## src/hdl/kcalc_pkg.sv

```systemverilog
`timescale 1ns / 1ps

package kcalc_pkg;

	// Keys accepted since the last clear before the next poll is forced to an error result
	localparam int unsigned MAX_KEYS = 32;
	localparam int unsigned KEY_COUNT_W = 6;
	localparam int unsigned VALUE_W = 16;
	localparam int unsigned CODE_W = 7;

	// Key kinds
	localparam logic [2:0] K_NONE   = 3'd0;
	localparam logic [2:0] K_DIGIT  = 3'd1;
	localparam logic [2:0] K_PLUS   = 3'd2;
	localparam logic [2:0] K_MINUS  = 3'd3;
	localparam logic [2:0] K_TIMES  = 3'd4;
	localparam logic [2:0] K_EQUALS = 3'd5;
	localparam logic [2:0] K_CLEAR  = 3'd6;
	localparam logic [2:0] K_UNUSED = 3'd7;

	// Poll codes: a digit carries a tag above the key kinds
	localparam logic [CODE_W-1:0] NO_KEY_CODE = 7'h7F;
	localparam logic [2:0] DIGIT_TAG = 3'b001;

	typedef struct packed {
		logic [2:0] op;
		logic [3:0] digit;
	} key_t;

	typedef struct packed {
		logic signed [VALUE_W-1:0] value;
		logic                      is_error;
	} res_t;

endpackage

```

## src/hdl/kcalc_core.sv

```systemverilog
`timescale 1ns / 1ps

module kcalc_core (
	input  logic              clk,
	input  logic              arst_n,
	input  logic              fire,
	input  kcalc_pkg::key_t   key_s1,
	output logic              res_strobe,
	output kcalc_pkg::res_t   res_next
);

	logic [kcalc_pkg::CODE_W-1:0]      last_key_q;
	logic [kcalc_pkg::KEY_COUNT_W-1:0] key_count_q;
	logic                              error_seen_q;
	logic                              after_operator_q;
	logic [kcalc_pkg::VALUE_W-1:0]     sum_of_terms_q;
	logic [kcalc_pkg::VALUE_W-1:0]     term_prefix_q;
	logic                              term_negative_q;
	logic [kcalc_pkg::VALUE_W-1:0]     operand_q;

	logic                              forced;
	logic [2:0]                        op_eff;
	logic [kcalc_pkg::CODE_W-1:0]      code;
	logic                              ignored;
	logic [2*kcalc_pkg::VALUE_W-1:0]   product_full;
	logic [kcalc_pkg::VALUE_W-1:0]     product;
	logic [kcalc_pkg::VALUE_W-1:0]     current_value;
	logic [kcalc_pkg::VALUE_W-1:0]     operand_next;
	logic [kcalc_pkg::KEY_COUNT_W-1:0] key_count_inc;
	logic                              result_error;

	assign forced = (key_count_q >= kcalc_pkg::KEY_COUNT_W'(kcalc_pkg::MAX_KEYS));
	assign op_eff = forced ? kcalc_pkg::K_EQUALS : key_s1.op;
	assign code = (op_eff == kcalc_pkg::K_DIGIT) ? {kcalc_pkg::DIGIT_TAG, key_s1.digit}
		: {4'b0000, op_eff};
	assign ignored = !forced && (op_eff == kcalc_pkg::K_NONE || op_eff == kcalc_pkg::K_UNUSED
		|| code == last_key_q);

	// One shared multiplier serves both the open term and a times key
	assign product_full = term_prefix_q * operand_q;
	assign product = product_full[kcalc_pkg::VALUE_W-1:0];
	assign current_value = term_negative_q ? (sum_of_terms_q - product)
		: (sum_of_terms_q + product);

	// operand * 10 + digit as shift-and-add, wrapping
	assign operand_next = {operand_q[kcalc_pkg::VALUE_W-4:0], 3'b000}
		+ {operand_q[kcalc_pkg::VALUE_W-2:0], 1'b0}
		+ {{(kcalc_pkg::VALUE_W-4){1'b0}}, key_s1.digit};
	assign key_count_inc = key_count_q + 1'b1;

	assign result_error = forced || error_seen_q;
	assign res_strobe = fire && !ignored && (op_eff == kcalc_pkg::K_EQUALS);
	assign res_next.is_error = result_error;
	assign res_next.value = (result_error || after_operator_q) ? '0 : current_value;

	always_ff @(posedge clk or negedge arst_n) begin
		if (!arst_n) begin
			last_key_q <= kcalc_pkg::NO_KEY_CODE;
			key_count_q <= '0;
			error_seen_q <= 1'b0;
			after_operator_q <= 1'b0;
			sum_of_terms_q <= '0;
			term_prefix_q <= kcalc_pkg::VALUE_W'(1);
			term_negative_q <= 1'b0;
			operand_q <= '0;
		end else if (fire) begin
			last_key_q <= code;
			if (!ignored) begin
				unique case (op_eff)
					kcalc_pkg::K_DIGIT: begin
						operand_q <= operand_next;
						after_operator_q <= 1'b0;
						key_count_q <= key_count_inc;
					end
					kcalc_pkg::K_PLUS, kcalc_pkg::K_MINUS, kcalc_pkg::K_TIMES: begin
						if (key_count_q == '0 || after_operator_q)
							error_seen_q <= 1'b1;
						if (op_eff == kcalc_pkg::K_TIMES) begin
							term_prefix_q <= product;
						end else begin
							sum_of_terms_q <= current_value;
							term_prefix_q <= kcalc_pkg::VALUE_W'(1);
							term_negative_q <= (op_eff == kcalc_pkg::K_MINUS);
						end
						operand_q <= '0;
						after_operator_q <= 1'b1;
						key_count_q <= key_count_inc;
					end
					kcalc_pkg::K_EQUALS, kcalc_pkg::K_CLEAR: begin
						// drop the expression
						key_count_q <= '0;
						error_seen_q <= 1'b0;
						after_operator_q <= 1'b0;
						sum_of_terms_q <= '0;
						term_prefix_q <= kcalc_pkg::VALUE_W'(1);
						term_negative_q <= 1'b0;
						operand_q <= '0;
					end
					default: begin
					end
				endcase
			end
		end
	end

	a_count_bounded: assert property (@(posedge clk) disable iff (!arst_n)
		key_count_q <= kcalc_pkg::KEY_COUNT_W'(kcalc_pkg::MAX_KEYS))
		else $error("key count beyond limit");

	a_forced_error: assert property (@(posedge clk) disable iff (!arst_n)
		fire && forced |-> res_strobe && res_next.is_error)
		else $error("long expression did not give an error result");

	a_error_zero: assert property (@(posedge clk) disable iff (!arst_n)
		res_strobe && res_next.is_error |-> res_next.value == '0)
		else $error("error result with non-zero value");

	a_clear_after_result: assert property (@(posedge clk) disable iff (!arst_n)
		res_strobe |=> key_count_q == '0 && !error_seen_q && operand_q == '0)
		else $error("expression not cleared after result");

endmodule

```

## src/hdl/keypad_calculator_precedence_unit.sv

```systemverilog
`timescale 1ns / 1ps

// Channel   Direction  Payload            Transfer
// key       in         kcalc_pkg::key_t   key_valid high, key_stall low
// res       out        kcalc_pkg::res_t   res_valid high, res_stall low
//
// One poll per cycle while the result is not stalled: a poll is captured, then
// evaluated by the core (one 16x16 multiply and an add or subtract) when the
// result register is free, and an equals result is registered.
// arst_n clears the expression state, the last poll code and both valid flags.
// A stalled result holds the core; one further poll waits in the input register.

module keypad_calculator_precedence_unit (
	input  logic            clk,
	input  logic            arst_n,
	input  logic            key_valid,
	output logic            key_stall,
	input  kcalc_pkg::key_t key,
	output logic            res_valid,
	input  logic            res_stall,
	output kcalc_pkg::res_t res
);

	logic            s1_valid_q;
	kcalc_pkg::key_t key_s1;
	logic            res_valid_q;
	kcalc_pkg::res_t res_q;
	logic            fire;
	logic            res_strobe;
	kcalc_pkg::res_t res_next;

	// Evaluate the held poll once the result register is free or being emptied
	assign fire = s1_valid_q && (!res_valid_q || !res_stall);
	assign key_stall = s1_valid_q && !fire;
	assign res_valid = res_valid_q;
	assign res = res_q;

	kcalc_core u_core (
		.clk        (clk),
		.arst_n     (arst_n),
		.fire       (fire),
		.key_s1     (key_s1),
		.res_strobe (res_strobe),
		.res_next   (res_next)
	);

	always_ff @(posedge clk or negedge arst_n) begin
		if (!arst_n) begin
			s1_valid_q <= 1'b0;
			res_valid_q <= 1'b0;
		end else begin
			if (!key_stall)
				s1_valid_q <= key_valid;
			if (fire)
				res_valid_q <= res_strobe;
			else if (!res_stall)
				res_valid_q <= 1'b0;
		end
	end

	always_ff @(posedge clk) begin
		if (key_valid && !key_stall)
			key_s1 <= key;
		if (fire && res_strobe)
			res_q <= res_next;
	end

	a_stall_needs_item: assert property (@(posedge clk) disable iff (!arst_n)
		key_stall |-> s1_valid_q && res_valid_q)
		else $error("input stalled with nothing held");

	a_result_held: assert property (@(posedge clk) disable iff (!arst_n)
		res_valid_q && res_stall |=> res_valid_q && $stable(res_q))
		else $error("stalled result lost or changed");

	a_no_overwrite: assert property (@(posedge clk) disable iff (!arst_n)
		fire && res_strobe |-> !res_valid_q || !res_stall)
		else $error("result register overwritten while stalled");

endmodule
```

## config.mk

```make
export PLATFORM = sky130hd
export DESIGN_NAME = keypad_calculator_precedence_unit
export DESIGN_NICKNAME = d
export VERILOG_FILES = /design/src/hdl/kcalc_pkg.sv /design/src/hdl/kcalc_core.sv /design/src/hdl/keypad_calculator_precedence_unit.sv
export SDC_FILE = /design/constraint.sdc
export NUM_CORES = 1
export LEC_CHECK = 0
export ABC_AREA = 1
export ABC_CLOCK_PERIOD_IN_PS = 7700
export BUFFER_PORTS_ARGS = -buffer_cell sky130_fd_sc_hd__buf_2
export CAP_MARGIN = 10
export CORE_UTILIZATION = 45
export DETAILED_ROUTE_END_ITERATION = 16
export PLACE_DENSITY = 0.65
export REMOVE_ABC_BUFFERS = 1
export SLEW_MARGIN = 15
export SYNTH_ARGS = -nofsm -noshare
export SYNTH_HDL_FRONTEND = slang
export SYNTH_SLANG_ARGS = --single-unit
```

## constraint.sdc

```tcl
create_clock -name clk -period 7.7 [get_ports clk]
set_clock_uncertainty 0.15 [all_clocks]
set_input_delay 1.54 -clock clk [delete_from_list [all_inputs] [get_ports clk]]
set_output_delay 1.54 -clock clk [all_outputs]
set_load 0.01 [all_outputs]
```

==> results.json <==
{
  "status": "finished, final reports clean",
  "worstPathArrival_ns": 7.25,
  "cp-end-kind": "register",
  "reg2reg_slack_ns": 0.39,
  "avgSynthCellArea_um2": 7.710,
  "drc": 0,
  "portBuffers": 29,
  "synthArstFlopShare_pct": 73.03,
  "grt_start_max_net_pins": 66,
  "num_vias": 7606,
  "yosysWarningCount": 0,
  "fin_nets": 1448,
  "yosysSeqAreaShare_pct": 24.43,
  "setup_viol": 0,
  "ys_top_cells_by_area": "fa_1 17%, dfrtp_1 15%, nand2_1 13%",
  "clkLatencyLatePin_ns": 0.34,
  "wl_per_cell_um": 13.47,
  "p_leak_nw": 5.734,
  "r2r_end": "res[16]$_SDFFCE_PP0P_",
  "htree_levels": 3,
  "max_freq_mhz": 136.8,
  "grt_pass1_wl_um": 35780,
  "cts_buffers": 9,
  "fill_cells": 2003,
  "finalCritPeriodShare_pct": 94.95,
  "drv_slew": 0,
  "grt_remaining_overflow": 0,
  "synthesis.area_um2": 9646,
  "first_iter_violations": 425,
  "crit_path_max_fanout": 15,
  "synth_area_leader_cell": "fa_1",
  "vdd_drop_max_mv": 0.3390,
  "cts_setup_buffers": 0,
  "cts_tree": "built",
  "routabilityCongestion": 0.8323,
  "dp_hpwl_um": 16480,
  "critPathSlowestCell": "dfrtp_1",
  "die_w_um": 148.4,
  "viasPerCell": 4.936,
  "tns_ns": 0,
  "r2r_cells": 33,
  "rsz0062_at_grt": "false",
  "hold_class": "reg2reg",
  "ys.flop_type": "dfrtp_1",
  "crit_path_start": "u_core.operand_q[5]$_DFFE_PN0P_",
  "r2r-start": "u_core.operand_q[5]$_DFFE_PN0P_",
  "rows": 53,
  "drt_wl_total_um": 20760,
  "yosysMostFrequentCell": "nand2_1",
  "crit_path_end": "res[16]$_SDFFCE_PP0P_",
  "cts_resized": 0,
  "clock-sinks": 89,
  "cpPeakStageDelay_ns": 0.70,
  "holdBufCountCts": 0,
  "antenna_found_initial": 0,
  "die_h_um": 148.4,
  "cp-start-kind": "register",
  "synth_cell_types": 41,
  "crit_type": "reg2reg",
  "die-area_um2": 22020,
  "clockBufferDepth": 2,
  "start_util_pct": 45.88,
  "tightest_slew_ns": 0.8627,
  "grt_usage_pct": 20.43,
  "io_pins": 30,
  "crit_top_cell": "inv_1",
  "required_ns": 7.64,
  "synthTopCellsByCount": "337 x nand2_1, 283 x inv_1, 93 x ha_1",
  "maxCapViolCount": 0,
  "clockRootBuffer": "clkbuf_16",
  "total_power_mw": 3.514,
  "synth-seq-cells": 89,
  "max_slew_margin_pct": 42.49,
  "synth_edf_count": 24,
  "p_per_area_nw_per_um2": 340.7,
  "coreArea_um2": 21020,
  "path_clk_slew_ns": 0.07,
  "hold_viol_final": 0,
  "dr.pass1.iters": 6,
  "antenna_cells": 0,
  "grt_pass1_vias": 7591,
  "synth_top_area_share_pct": 17.23,
  "drtAntennaViolNets": 0,
  "period_minus_slack_ns": 7.311,
  "drive_gt1_share_pct": 7.346,
  "area_growth_pct": 6.914,
  "synthCells": 1251
}
[kinds of logic (layout without fill, tap and decap cells)]
group                    count (synthesis)  count (layout)  synth area share, %
adder cells (fa/ha/maj)                176             176                29.29
buffers and inverters                  324             339                12.88
AO/OA/AOI/OAI                          125             125                7.446
flip-flops                              89              89                24.43
AND/OR/NAND/NOR                        479             479                20.69
XOR/XNOR                                58              58                5.266
[how the worst min path moves through the flow]
stage                                                start                               end  slack (ns)  depth (start not counted)
after floorplan           u_core.last_key_q[5]$_DFFE_PN1P_  u_core.last_key_q[5]$_DFFE_PN1P_        0.27                          2
after global placement    u_core.last_key_q[5]$_DFFE_PN1P_  u_core.last_key_q[5]$_DFFE_PN1P_        0.28                          2
after detailed placement  u_core.last_key_q[5]$_DFFE_PN1P_  u_core.last_key_q[5]$_DFFE_PN1P_        0.28                          2
after CTS                 u_core.last_key_q[5]$_DFFE_PN1P_  u_core.last_key_q[5]$_DFFE_PN1P_        0.31                          2
after global routing      u_core.last_key_q[5]$_DFFE_PN1P_  u_core.last_key_q[5]$_DFFE_PN1P_        0.33                          2
final                     u_core.last_key_q[5]$_DFFE_PN1P_  u_core.last_key_q[5]$_DFFE_PN1P_        0.30                          2
[state kept, by name, indices dropped and copies added (netlist names)]
| name | flops |
|---|---|
| res_valid | 1 |
| res | 17 |
| s1_valid_q | 1 |
| u_core.operand_q | 16 |
| u_core.after_operator_q | 1 |
| u_core.key_count_q | 6 |
| u_core.error_seen_q | 1 |
| key_s1 | 7 |
| u_core.sum_of_terms_q | 16 |
| u_core.term_negative_q | 1 |
| u_core.last_key_q | 6 |
| u_core.term_prefix_q | 16 |
[stage by stage]
| step | std cells | utilization, % | setup slack (ns) | area [µm²] | hold slack, ns |
|---|---|---|---|---|---|
| 6_report | 1541 | 49.06 | 0.3890 | 10310 | 0.3021 |
| 3_3_place_gp | 1525 | 47.70 | 0.6456 | 10030 | 0.2810 |
| 3_5_place_dp | 1525 | 47.70 | 0.4174 | 10030 | 0.2817 |
| 4_1_cts | 1541 | 49.03 | 0.3866 | 10310 | 0.3066 |
| 5_1_grt | 1541 | 49.06 | 0.00003730 | 10310 | 0.3268 |
| 2_1_floorplan | 1214 | - | 1.239 | 9485 | 0.2738 |
[per-layer routing]
metal / part of all wire, % / track usage (%) / vias to the layer above
met4: 1.7 / 6.082 / 0
met2: 47 / 34.53 / 154
li1: - / - / 3815
met1: 47 / 27.74 / 3617
met5: 0 / 0 / -
met3: 4.1 / 1.963 / 20
[placed cells by master, fill, tap and decap left out, types with 7 or more instances in the layout]
| master | instances |
|---|---|
| nand2_1 | 337 |
| inv_1 | 283 |
| ha_1 | 93 |
| fa_1 | 83 |
| o21ai_0 | 57 |
| dfrtp_1 | 53 |
| nor2_1 | 52 |
| nand3_1 | 51 |
| a21oi_1 | 38 |
| xor2_1 | 35 |
| buf_2 | 29 |
| edfxtp_1 | 24 |
| xnor2_1 | 23 |
| o21ai_2 | 12 |
| nor3_1 | 9 |
| clkbuf_16 | 9 |
| nand3b_1 | 7 |
| buf_4 | 7 |
| dfstp_2 | 7 |
[critical path, delay by kind of cell, from the launching register on]
kind | cells | cell delay (ns)
AOI/OAI and AO/OA | 2 | 0.28
buffers and inverters | 8 | 0.53
adders and majority gates | 8 | 3.31
xor gates and xnor gates | 2 | 0.61
DFF | 1 | 0.70
and+or+nand+nor | 13 | 1.47
[layout make-up]
type / count / area [µm²] / area share (%)
Inverter: 287 / 1082 / 10.50
Clock buffer: 10 / 229.0 / 2.220
Multi-Input combinational cell: 838 / 6047 / 58.64
Tap cell: 275 / 344.1 / 3.337
Clock inverter: 6 / 50.05 / 0.4853
Timing Repair Buffer: 36 / 197.7 / 1.917
Sequential cell: 89 / 2362 / 22.91
[power by group]
group          total (mW)  switching (mW)  internal (mW)
Sequential          0.846           0.198          0.648
Combinational        2.25            1.40          0.857
Clock               0.413           0.191          0.222
Total                3.51            1.79           1.73
No activity file was read; power rests on OpenSTA's default activity.
